**src/hdl/kpc_pkg.sv**
```systemverilog
// ----------------------------------------------------------------------------
// kpc_pkg
// Shared types, codes and constants of the keyed Polybius square codec.
// ----------------------------------------------------------------------------
package kpc_pkg;

    localparam int ALPHABET_SIZE = 26;
    localparam int GRID_COLUMNS  = 5;

    // grid index and fill count widths
    localparam int POS_W = (ALPHABET_SIZE > 1) ? $clog2(ALPHABET_SIZE) : 1;
    localparam int CNT_W = $clog2(ALPHABET_SIZE + 1);

    // accumulator holds (row-1)*GRID_COLUMNS + (col-1) for any 3-bit row
    localparam int ACC_RAW_W = $clog2(7 * GRID_COLUMNS);
    localparam int ACC_A_W   = (ACC_RAW_W > POS_W) ? ACC_RAW_W : POS_W;
    localparam int ACC_W     = (ACC_A_W > CNT_W) ? ACC_A_W : CNT_W;

    localparam int LETTER_W = 5;

    localparam logic [7:0] CHAR_UPPER_A = 8'h41;
    localparam logic [7:0] CHAR_UPPER_Z = 8'h5A;
    localparam logic [7:0] CHAR_LOWER_A = 8'h61;
    localparam logic [7:0] CHAR_LOWER_Z = 8'h7A;
    localparam logic [7:0] CHAR_SPACE   = 8'h20;

    typedef enum logic [1:0] {
        REQ_KEY  = 2'd0,
        REQ_FILL = 2'd1,
        REQ_ENC  = 2'd2,
        REQ_DEC  = 2'd3
    } req_t;

    typedef enum logic [1:0] {
        KIND_PAIR  = 2'd0,
        KIND_SPACE = 2'd1,
        KIND_CHAR  = 2'd2
    } kind_t;

    typedef enum logic {
        ALU_ADD = 1'b0,
        ALU_SUB = 1'b1
    } alu_op_t;

    typedef struct packed {
        logic [ACC_W-1:0] value;
        logic             ge;
    } alu_res_t;

    typedef struct packed {
        logic                hit;
        logic [LETTER_W-1:0] idx;
    } letter_t;

    function automatic letter_t letter_index(input logic [7:0] c);
        letter_t r;
        r.hit = 1'b0;
        r.idx = '0;
        if (c >= CHAR_UPPER_A && c <= CHAR_UPPER_Z)
        begin
            r.hit = 1'b1;
            r.idx = LETTER_W'(c - CHAR_UPPER_A);
        end
        else if (c >= CHAR_LOWER_A && c <= CHAR_LOWER_Z)
        begin
            r.hit = 1'b1;
            r.idx = LETTER_W'(c - CHAR_LOWER_A);
        end
        return r;
    endfunction

endpackage

```
**src/hdl/kpc_ram.sv**
```systemverilog
// ----------------------------------------------------------------------------
// kpc_ram
// Generic RAM, one write port and one read port with registered read data.
// ----------------------------------------------------------------------------
module kpc_ram #(
    parameter int WIDTH = 8,
    parameter int DEPTH = 16
) (
    input  logic                                   clk,
    input  logic                                   we,
    input  logic [(DEPTH > 1 ? $clog2(DEPTH) : 1)-1:0] waddr,
    input  logic [WIDTH-1:0]                       wdata,
    input  logic [(DEPTH > 1 ? $clog2(DEPTH) : 1)-1:0] raddr,
    output logic [WIDTH-1:0]                       rdata
);

    logic [WIDTH-1:0] mem [DEPTH];

    always_ff @(posedge clk)
    begin
        if (we)
        begin
            mem[waddr] <= wdata;
        end
        rdata <= mem[raddr];
    end

endmodule

```
**src/hdl/kpc_alu.sv**
```systemverilog
// ----------------------------------------------------------------------------
// kpc_alu
// Shared step unit: adds or subtracts one grid row width, compares against it.
// ----------------------------------------------------------------------------
module kpc_alu (
    input  logic [kpc_pkg::ACC_W-1:0] a,
    input  kpc_pkg::alu_op_t          op,
    output kpc_pkg::alu_res_t         res
);

    localparam logic [kpc_pkg::ACC_W-1:0] STEP = kpc_pkg::ACC_W'(kpc_pkg::GRID_COLUMNS);

    always_comb
    begin
        res.ge = (a >= STEP);
        unique case (op)
            kpc_pkg::ALU_ADD: res.value = a + STEP;
            kpc_pkg::ALU_SUB: res.value = a - STEP;
            default:          res.value = a;
        endcase
    end

endmodule

```
**src/hdl/keyed_polybius_codec_unit.sv**
```systemverilog
// ----------------------------------------------------------------------------
// keyed_polybius_codec_unit
// Keyed Polybius square codec: key build, encrypt and decrypt of one item.
//
// A request is transferred at a rising edge with start high and busy low.
// At most one result follows, shown for exactly one cycle with valid high.
// Behaviour per request:
//   key character   no result
//   key end fill    one letter slot per cycle, no result
//   encrypt space   result in the next cycle
//   encrypt letter  one table read of the grid index, then repeated subtraction
//                   of GRID_COLUMNS in the step unit
//   decrypt space   result in the next cycle
//   decrypt pair    repeated addition in the step unit, then one table read
//                   for a filled position; no result otherwise
// Results appear in the same cycle in which busy falls (or after the transfer for
// requests that never raise busy). The receiver cannot stall; results are never held.
// Reset clears the placement flags, fill count and completion flag; the
// letter table is invalid until written.
// ----------------------------------------------------------------------------
module keyed_polybius_codec_unit (
    input  logic       clk,
    input  logic       rst_n,
    input  logic       start,
    output logic       busy,
    input  logic [1:0] req_type,
    input  logic [7:0] char_code,
    input  logic [2:0] row_in,
    input  logic [2:0] col_in,
    output logic       valid,
    output logic [1:0] kind,
    output logic [2:0] row_out,
    output logic [2:0] col_out,
    output logic [7:0] char_out
);

    localparam int AS    = kpc_pkg::ALPHABET_SIZE;
    localparam int POS_W = kpc_pkg::POS_W;
    localparam int CNT_W = kpc_pkg::CNT_W;
    localparam int ACC_W = kpc_pkg::ACC_W;

    typedef enum logic [2:0] {
        S_IDLE,
        S_FILL,
        S_LP_RD,
        S_DIV,
        S_MUL,
        S_PL_RD
    } state_t;

    state_t              state_reg,    state_next;
    logic [AS-1:0]       placed_reg,   placed_next;
    logic [CNT_W-1:0]    count_reg,    count_next;
    logic                complete_reg, complete_next;
    logic [POS_W-1:0]    fill_idx_reg, fill_idx_next;
    logic [ACC_W-1:0]    acc_reg,      acc_next;
    logic [2:0]          step_reg,     step_next;
    logic                valid_reg,    valid_next;
    kpc_pkg::kind_t      kind_reg,     kind_next;
    logic [2:0]          row_reg,      row_next;
    logic [2:0]          col_reg,      col_next;
    logic [7:0]          char_reg,     char_next;

    kpc_pkg::letter_t    letter;
    logic [POS_W-1:0]    letter_addr;
    logic                letter_ok;
    logic                room;

    logic                lp_we;
    logic [POS_W-1:0]    lp_waddr;
    logic [POS_W-1:0]    lp_wdata;
    logic [POS_W-1:0]    lp_rdata;
    logic                pl_we;
    logic [POS_W-1:0]    pl_waddr;
    logic [POS_W-1:0]    pl_wdata;
    logic [POS_W-1:0]    pl_rdata;

    kpc_pkg::alu_op_t    alu_op;
    kpc_pkg::alu_res_t   alu_res;

    // grid index of each letter; meaningful only where placed
    kpc_ram #(
        .WIDTH (POS_W),
        .DEPTH (AS)
    ) u_lp_ram (
        .clk   (clk),
        .we    (lp_we),
        .waddr (lp_waddr),
        .wdata (lp_wdata),
        .raddr (letter_addr),
        .rdata (lp_rdata)
    );

    // letter at each grid index; entries below the fill count are valid
    kpc_ram #(
        .WIDTH (POS_W),
        .DEPTH (AS)
    ) u_pl_ram (
        .clk   (clk),
        .we    (pl_we),
        .waddr (pl_waddr),
        .wdata (pl_wdata),
        .raddr (acc_reg[POS_W-1:0]),
        .rdata (pl_rdata)
    );

    kpc_alu u_alu (
        .a   (acc_reg),
        .op  (alu_op),
        .res (alu_res)
    );

    assign letter      = kpc_pkg::letter_index(char_code);
    assign letter_addr = letter.idx[POS_W-1:0];
    assign letter_ok   = letter.hit && (int'(letter.idx) < AS);
    assign room        = (int'(count_reg) < AS);

    always_comb
    begin
        state_next    = state_reg;
        placed_next   = placed_reg;
        count_next    = count_reg;
        complete_next = complete_reg;
        fill_idx_next = fill_idx_reg;
        acc_next      = acc_reg;
        step_next     = step_reg;
        valid_next    = 1'b0;
        kind_next     = kind_reg;
        row_next      = row_reg;
        col_next      = col_reg;
        char_next     = char_reg;

        lp_we    = 1'b0;
        lp_waddr = letter_addr;
        lp_wdata = count_reg[POS_W-1:0];
        pl_we    = 1'b0;
        pl_waddr = count_reg[POS_W-1:0];
        pl_wdata = letter_addr;
        alu_op   = kpc_pkg::ALU_SUB;

        unique case (state_reg)
            S_IDLE:
            begin
                if (start)
                begin
                    unique case (kpc_pkg::req_t'(req_type))
                        kpc_pkg::REQ_KEY:
                        begin
                            if (!complete_reg && letter_ok && room
                                && !placed_reg[letter_addr])
                            begin
                                lp_we                    = 1'b1;
                                pl_we                    = 1'b1;
                                placed_next[letter_addr] = 1'b1;
                                count_next               = count_reg + 1'b1;
                            end
                        end
                        kpc_pkg::REQ_FILL:
                        begin
                            if (!complete_reg)
                            begin
                                fill_idx_next = '0;
                                state_next    = S_FILL;
                            end
                        end
                        kpc_pkg::REQ_ENC:
                        begin
                            if (char_code == kpc_pkg::CHAR_SPACE)
                            begin
                                valid_next = 1'b1;
                                kind_next  = kpc_pkg::KIND_SPACE;
                                row_next   = '0;
                                col_next   = '0;
                                char_next  = '0;
                            end
                            else if (letter_ok && placed_reg[letter_addr])
                            begin
                                state_next = S_LP_RD;
                            end
                        end
                        kpc_pkg::REQ_DEC:
                        begin
                            if (row_in == 3'd0)
                            begin
                                valid_next = 1'b1;
                                kind_next  = kpc_pkg::KIND_CHAR;
                                row_next   = '0;
                                col_next   = '0;
                                char_next  = kpc_pkg::CHAR_SPACE;
                            end
                            else if (col_in != 3'd0
                                     && int'(col_in) <= kpc_pkg::GRID_COLUMNS)
                            begin
                                acc_next   = ACC_W'(col_in - 3'd1);
                                step_next  = row_in - 3'd1;
                                state_next = S_MUL;
                            end
                        end
                        default:
                        begin
                            state_next = S_IDLE;
                        end
                    endcase
                end
            end

            S_FILL:
            begin
                lp_waddr = fill_idx_reg;
                pl_wdata = fill_idx_reg;
                if (!placed_reg[fill_idx_reg] && room)
                begin
                    lp_we                     = 1'b1;
                    pl_we                     = 1'b1;
                    placed_next[fill_idx_reg] = 1'b1;
                    count_next                = count_reg + 1'b1;
                end
                if (int'(fill_idx_reg) == AS - 1)
                begin
                    complete_next = 1'b1;
                    state_next    = S_IDLE;
                end
                else
                begin
                    fill_idx_next = fill_idx_reg + 1'b1;
                end
            end

            S_LP_RD:
            begin
                acc_next   = ACC_W'(lp_rdata);
                step_next  = '0;
                state_next = S_DIV;
            end

            S_DIV:
            begin
                alu_op = kpc_pkg::ALU_SUB;
                if (alu_res.ge)
                begin
                    acc_next  = alu_res.value;
                    step_next = step_reg + 3'd1;
                end
                else
                begin
                    valid_next = 1'b1;
                    kind_next  = kpc_pkg::KIND_PAIR;
                    row_next   = step_reg + 3'd1;
                    col_next   = 3'(acc_reg + 1'b1);
                    char_next  = '0;
                    state_next = S_IDLE;
                end
            end

            S_MUL:
            begin
                alu_op = kpc_pkg::ALU_ADD;
                if (step_reg != 3'd0)
                begin
                    acc_next  = alu_res.value;
                    step_next = step_reg - 3'd1;
                end
                else if (acc_reg < ACC_W'(count_reg) && int'(acc_reg) < AS)
                begin
                    state_next = S_PL_RD;
                end
                else
                begin
                    state_next = S_IDLE;
                end
            end

            S_PL_RD:
            begin
                valid_next = 1'b1;
                kind_next  = kpc_pkg::KIND_CHAR;
                row_next   = '0;
                col_next   = '0;
                char_next  = kpc_pkg::CHAR_UPPER_A + 8'(pl_rdata);
                state_next = S_IDLE;
            end

            default:
            begin
                state_next = S_IDLE;
            end
        endcase
    end

    always_ff @(posedge clk or negedge rst_n)
    begin
        if (!rst_n)
        begin
            state_reg    <= S_IDLE;
            placed_reg   <= '0;
            count_reg    <= '0;
            complete_reg <= 1'b0;
            fill_idx_reg <= '0;
            acc_reg      <= '0;
            step_reg     <= '0;
            valid_reg    <= 1'b0;
            kind_reg     <= kpc_pkg::KIND_PAIR;
            row_reg      <= '0;
            col_reg      <= '0;
            char_reg     <= '0;
        end
        else
        begin
            state_reg    <= state_next;
            placed_reg   <= placed_next;
            count_reg    <= count_next;
            complete_reg <= complete_next;
            fill_idx_reg <= fill_idx_next;
            acc_reg      <= acc_next;
            step_reg     <= step_next;
            valid_reg    <= valid_next;
            kind_reg     <= kind_next;
            row_reg      <= row_next;
            col_reg      <= col_next;
            char_reg     <= char_next;
        end
    end

    assign busy     = (state_reg != S_IDLE);
    assign valid    = valid_reg;
    assign kind     = kind_reg;
    assign row_out  = row_reg;
    assign col_out  = col_reg;
    assign char_out = char_reg;

endmodule
```
**config.mk**
```make
export PLATFORM = sky130hd
export DESIGN_NAME = keyed_polybius_codec_unit
export DESIGN_NICKNAME = d
export VERILOG_FILES = /design/src/hdl/kpc_pkg.sv /design/src/hdl/kpc_ram.sv /design/src/hdl/kpc_alu.sv /design/src/hdl/keyed_polybius_codec_unit.sv
export SDC_FILE = /design/constraint.sdc
export NUM_CORES = 1
export LEC_CHECK = 0
export BUFFER_PORTS_ARGS = -buffer_cell sky130_fd_sc_hd__buf_2
export CAP_MARGIN = 20
export CORE_MARGIN = 2
export CORE_UTILIZATION = 40
export DETAILED_ROUTE_END_ITERATION = 12
export SLEW_MARGIN = 20
export SYNTH_ARGS = -nofsm -noshare
export SYNTH_HDL_FRONTEND = slang
export SYNTH_SLANG_ARGS = --single-unit
```
**constraint.sdc**
```tcl
create_clock -name clk -period 6.23 [get_ports clk]
set_input_delay 0.3115 -clock clk [delete_from_list [all_inputs] [get_ports clk]]
set_output_delay 0.3115 -clock clk [all_outputs]
set_load 0.01 [all_outputs]
```
==> After elaboration in Yosys (flattened, before gate mapping) <==
Memory sizes are Yosys's and may differ from the RTL's. A register that Yosys moved wholly into a read port is not among the register bits.
Index checks and enable logic that the tools add are counted.
{ "op_classes": {"n_addsub": 12, "multipliers": 0, "n_div": 0, "order_cmp": 14, "eq_ne": 34, "shifts": 0, "n_mux": 87, "n_bitwise": 2, "reduce_logical": 30} }
{ "op_table": {"columns": ["cell", "count"], "rows": [
  ["2-to-1 mux 26 bit", 4],
  ["2-to-1 mux 3 bit", 21],
  ["bitwise OR 26 bit", 2],
  ["one-hot mux 26 bit (2 select lines)", 1],
  ["2-to-1 mux 6 bit", 8],
  ["2-to-1 mux 5 bit", 9],
  ["2-to-1 mux 8 bit", 4],
  ["one-hot mux 3 bit (3 select lines)", 3],
  ["inequality test 2 bit, second input constant", 12],
  ["one-hot mux 6 bit (4 select lines)", 1],
  ["one-hot mux 8 bit (3 select lines)", 1],
  ["inequality test 3 bit, second input constant", 7],
  ["one-hot mux 5 bit (2 select lines)", 2],
  [">= comparator 8 x 7 -> 1 bit, second input constant", 2],
  ["less-or-equal comparator 8 x 7 -> 1 bit, second input constant", 2],
  ["one-hot mux 8 bit (2 select lines)", 1],
  ["2-to-1 mux 1 bit", 15],
  ["one-hot mux 3 bit (5 select lines)", 1],
  ["logical AND 1 bit", 12],
  ["less-than comparator 5 x 6 -> 1 bit, second input constant", 2],
  ["one-hot mux 3 bit (4 select lines)", 1],
  ["one-hot mux 6 bit (2 select lines)", 1],
  ["nonzero test 3 bit", 4],
  ["adder 5 x 1 -> 5 bit, second input constant", 2],
  ["other kinds (41)", 61]
]} }
{ "word_totals": {"register_bits": 66, "latchBits": 0, "ramBits": 260, "mem_bits_ro": 0, "input_bits": 19, "wordCells": 193, "memories": 2} }
{ "mem_list": {"columns": ["memory", "depth", "width", "read_ports", "rd_ports_with_merged_regs", "write_ports", "line", "source"], "rows": [
  ["u_lp_ram.mem", 26, 5, 1, 1, 1, "kpc_ram.sv:17", "logic [WIDTH-1:0] mem [DEPTH];"],
  ["u_pl_ram.mem", 26, 5, 1, 1, 1, "kpc_ram.sv:17", null]
]} }

==> Logic depth before layout (Yosys ltp) <==
{ "depth": {"word_depth": 15, "mapped_depth": 14, "mapped_depth_nobuf": 11} }

==> Cells and area by module <==
A second synthesis with hierarchy kept.
{ "hier_totals": {"hier_cells": 1268, "area_unflattened_um2": 15962.8} }
{ "modules_own_cells": {"columns": ["module", "instances", "cells_each", "area_per_inst_um2"], "rows": [
  ["kpc_ram", 2, 314, 5366.4],
  ["keyed_polybius_codec_unit", 1, 610, 5033.6],
  ["kpc_alu", 1, 30, 196.4]
]} }

==> Least setup slack after synthesis <==
No wires, ideal clock.
{ "synth_timing": {"path_kind": "input-to-reg", "start": "in char_code[0]", "end": "mem u_lp_ram.mem[24][0] in the netlist's numbering, enable pin", "setup_time_ps": 381, "t_arrival_ps": 3734, "t_required_ps": 5849, "setup_slack_ps": 2115, "cell_stages": 11, "n_path_buf": 3, "cell_sequence": "buf_2 -> inv_1 -> ha_1 -> buf_2 -> nor4b_1 -> nand2b_1 -> nand3_1 -> buf_2 -> o31ai_1 -> nand2_1 -> nor4_1"} }
{ "synth_between": {"word_cells_on_any_way": 25} }
{ "synth_lines": {"columns": ["element", "line", "source"], "rows": [
  ["from (decl)", "keyed_polybius_codec_unit.sv:27", "input logic [7:0] char_code,"],
  [">= comparator 8 x 7 -> 1 bit / less-or-equal comparator 8 x 7 -> 1 bit (equally long branches)", "kpc_pkg.sv:64", "else if (c >= CHAR_LOWER_A && c <= CHAR_LOWER_Z)"],
  ["logical AND 1 bit", "kpc_pkg.sv:64", null],
  ["2-to-1 mux 6 bit", "kpc_pkg.sv:64", null],
  ["2-to-1 mux 6 bit *", "kpc_pkg.sv:59", "if (c >= CHAR_UPPER_A && c <= CHAR_UPPER_Z)"],
  ["2-to-1 mux 5 bit *", "keyed_polybius_codec_unit.sv:141", "unique case (state_reg)"],
  ["net lp_waddr[3]", "keyed_polybius_codec_unit.sv:70", "logic [POS_W-1:0] lp_waddr;"],
  ["to (decl)", "kpc_ram.sv:17", null]
]} }
The timed path passes the listed nets; every way through them passes the cells marked *. The select of a mux whose other input is x is not followed.

==> Worst setup path after layout <==
{ "layout_timing": {"start": "in char_code[0]", "end": "mem u_lp_ram.mem[25][3] in the netlist's numbering, enable pin"} }
{ "layout_between": {"elab_chain_len": 15, "word_cells_on_any_way": 25} }
{ "layout_lines": {"columns": ["element", "line"], "rows": [
  [">= comparator 8 x 7 -> 1 bit / less-or-equal comparator 8 x 7 -> 1 bit (equally long branches)", "kpc_pkg.sv:64"],
  ["logical AND 1 bit", "kpc_pkg.sv:64"],
  ["2-to-1 mux 6 bit", "kpc_pkg.sv:64"],
  ["2-to-1 mux 6 bit *", "kpc_pkg.sv:59"],
  ["parallel branches: the longest is 11 deep, another holds binary-select mux 1 bit (select 5 bit)", null]
]} }
Every way passes the cells marked *. The select of a mux whose other input is x is not followed.

==> results.toml <==
[clock_network]
clock_latency_ps = 550
root_buffer = "clkbuf_16"
cts_setup_buffers = 0
htree_levels = 2
cts_buffers = 35
cts-resized-gates = 0
cts.sinks = 335
tritoncts = "built"
cts_hold_buf = 0
clk_path_buf_depth = 3
clk_transition_reported_paths_ps = 60

[global_route]
grt_max_degree = 66
grtUsageTotal_pct = 18.8
grt_pass1_vias = 9392
grt_pass1_wl_mm = 55.9
overflow = 0
antenna_found_initial = 0

[layout]
num_antenna_cells = 0
layout-drive-gt1-share_pct = 14.7
mostFrequentLayoutCells = "260 x edfxtp_1, 94 x nor2_1, 83 x nand2_1"
multiInputGateArea_mm2 = 0.00496
finalNetCount = 1176
layout_commonest_cell = "edfxtp_1"
seqCellArea_mm2 = 0.00964
syn_to_final_growth_pct = 12.2
n_fill_cell = 3197
layout.cells.non_filler = 1621

[die]
ioPinCount = 37
coreArea_mm2 = 0.0367
die_y_um = 197
fp.dieArea_mm2 = 0.0389
start_util_pct = 40.7
row_count = 70
die_w_um = 197

[synth]
ys_warn_count = 0
syn_nets = 1149
yosys_register_bits = 335
syn_inst = 1099
synth_edf_count = 260
ys_seq_area_share_pct = 64.5
async_flop_share_pct = 19.4
avgSynthCellArea_um2 = 13.6
synth.area.top_cells = "edfxtp_1 52%, dfrtp_1 11%, mux4_2 5.7%"
synth_top_cell_area_share_pct = 52.2
synth_cell_types = 69
synth_top_cell_by_area = "edfxtp_1"
netlist_area_mm2 = 0.0149
synth_ff_type = "edfxtp_1"

[power_and_ir_drop]
vdd_ir_drop_max_v = 0.000222
p_leak_nw = 5.69
powerDensity_mw_per_mm2 = 422

[route]
dr_total_vias = 9487
first_iter_violations = 1152
detail_route.wl_per_cell_um = 22.2
dr.pass1.iters = 6
vias_per_cell = 5.85
antenna_left = 0
routed_wl_mm = 35.9
route.detailed.drc = 0

[critical_path]
endpoint_kind = "flop"
start_kind = "input pin"
cp_data_required_time_ps = 6390
arrival_ps = 4560
worstSetupPathType = "input pin to flop"
cp_max_fo = 33
worstPathCellList = "buf_2 -> inv_1 -> ha_1 -> nand2_1 -> nand3_1 -> or3_1 -> buf_4 -> a222oi_1 -> o221ai_1 -> o31ai_4 -> nand2_2 -> nor4_1"
worst_path_max_delay_cell = "nor4_1"
slowest_delay_ps = 810

[sta]
fmax_mhz = 227
worstMarginPinSlew_ps = 1000
max_slew_margin_pct = 33.0
clock_skew_ps = 24.1
rsz0062_at_grt = "no"
hold_viol = 36
maxSlewViolCount = 0
finalCritPeriodShare_pct = 70.8
whs_ps = -40.8
setup_viol = 0
tns_ps = 0
period_needed_ps = 4410

[placed_design]
port_buffers = 35
post-dp-hpwl_mm = 23.5
dp_cells = 1557
routabilityCongestion = 0.897

[flow_run]
cap_violations = 0

[min_path]
min_path_type = "input pin to asynchronous set/reset pin"

[run_status]
violations = "hold timing"
status = "finished, violations left"
## Yosys cell counts, drive strengths merged, types with 20 or more instances
cell	instances
a22oi	20
a22o	24
edfxtp	260
clkbuf	40
a21o	27
a21oi	43
inv	28
nor2	95
ha	31
nand3	30
a221oi	20
o22ai	36
dfrtp	65
nand2	84
o21ai	32
mux4	38
mux2i	25
buf	26
## critical path, delay by kind of cell
kind                       cells  cell delay [ps]
and+or+nand+nor                5             1660
AOI/OAI and AO/OA              3             1290
buffers and inverters          3              770
adders and majority gates      1              510
## per-layer routing
metal  share of wire [%]  vias to the layer above  global-route usage (%)
li1                    -                     4322                       -
met1                  44                     4765                    25.9
met2                  47                      345                    30.8
met3                 6.7                       55                    3.14
met4                 2.0                        0                    5.32
met5                   0                        -                       0
## report_power, final
group          switching, W  total (W)  internal (W)
clock              0.000863    0.00204       0.00117
combinational       0.00129    0.00200      0.000718
sequential         0.000235    0.00303       0.00279
total               0.00238    0.00707       0.00468
## cell families after synthesis
family	share of synthesized area [%]
flops	64.5
mux	7.78
fa+ha+maj	2.59
compound gates	12.7
other cells	0.0251
buf+inv	2.58
xor+xnor	0.938
simple gates	8.94
## through the flow
stage	setup slack [ps]	utilization, %	total power, W	instance area [um^2]
2_1_floorplan	2110	-	0.00437	14900
3_3_place_gp	1550	42.6	0.00507	15600
3_5_place_dp	1440	42.6	0.00509	15600
4_1_cts	2000	45.7	0.00713	16800
5_1_grt	1630	45.7	0.00743	16800
6_report	1820	45.7	0.00707	16800
## final cells by class
class / instances / area share [%]
sequential: 335 / 57.5
multi-input combinational: 669 / 29.6
clock buffer: 46 / 5.65
tap: 468 / 3.49
timing repair buffer: 56 / 1.99
clock inverter: 18 / 1.16
inverter: 29 / 0.649
## path summary, 6_finish.rpt
| check | start | end | slack [ps] | cells after the start |
|---|---|---|---|---|
| setup / recovery | char_code[0] | u_lp_ram.mem[25][3] | 1820 | 12 |
| hold / removal | rst_n | placed_reg[23] | -40 | 2 |
| setup reg to reg | state_reg[1] | u_lp_ram.mem[25][3] | 2260 | 7 |
| hold reg to reg | char_out[6] | char_out[6] | 470 | 2 |
| max in group asynchronous | rst_n | acc_reg[0] | 5660 | 2 |
| min in group clk | start | state_reg[2] | 210 | 4 |
No activity file was read; power rests on OpenSTA's default activity.
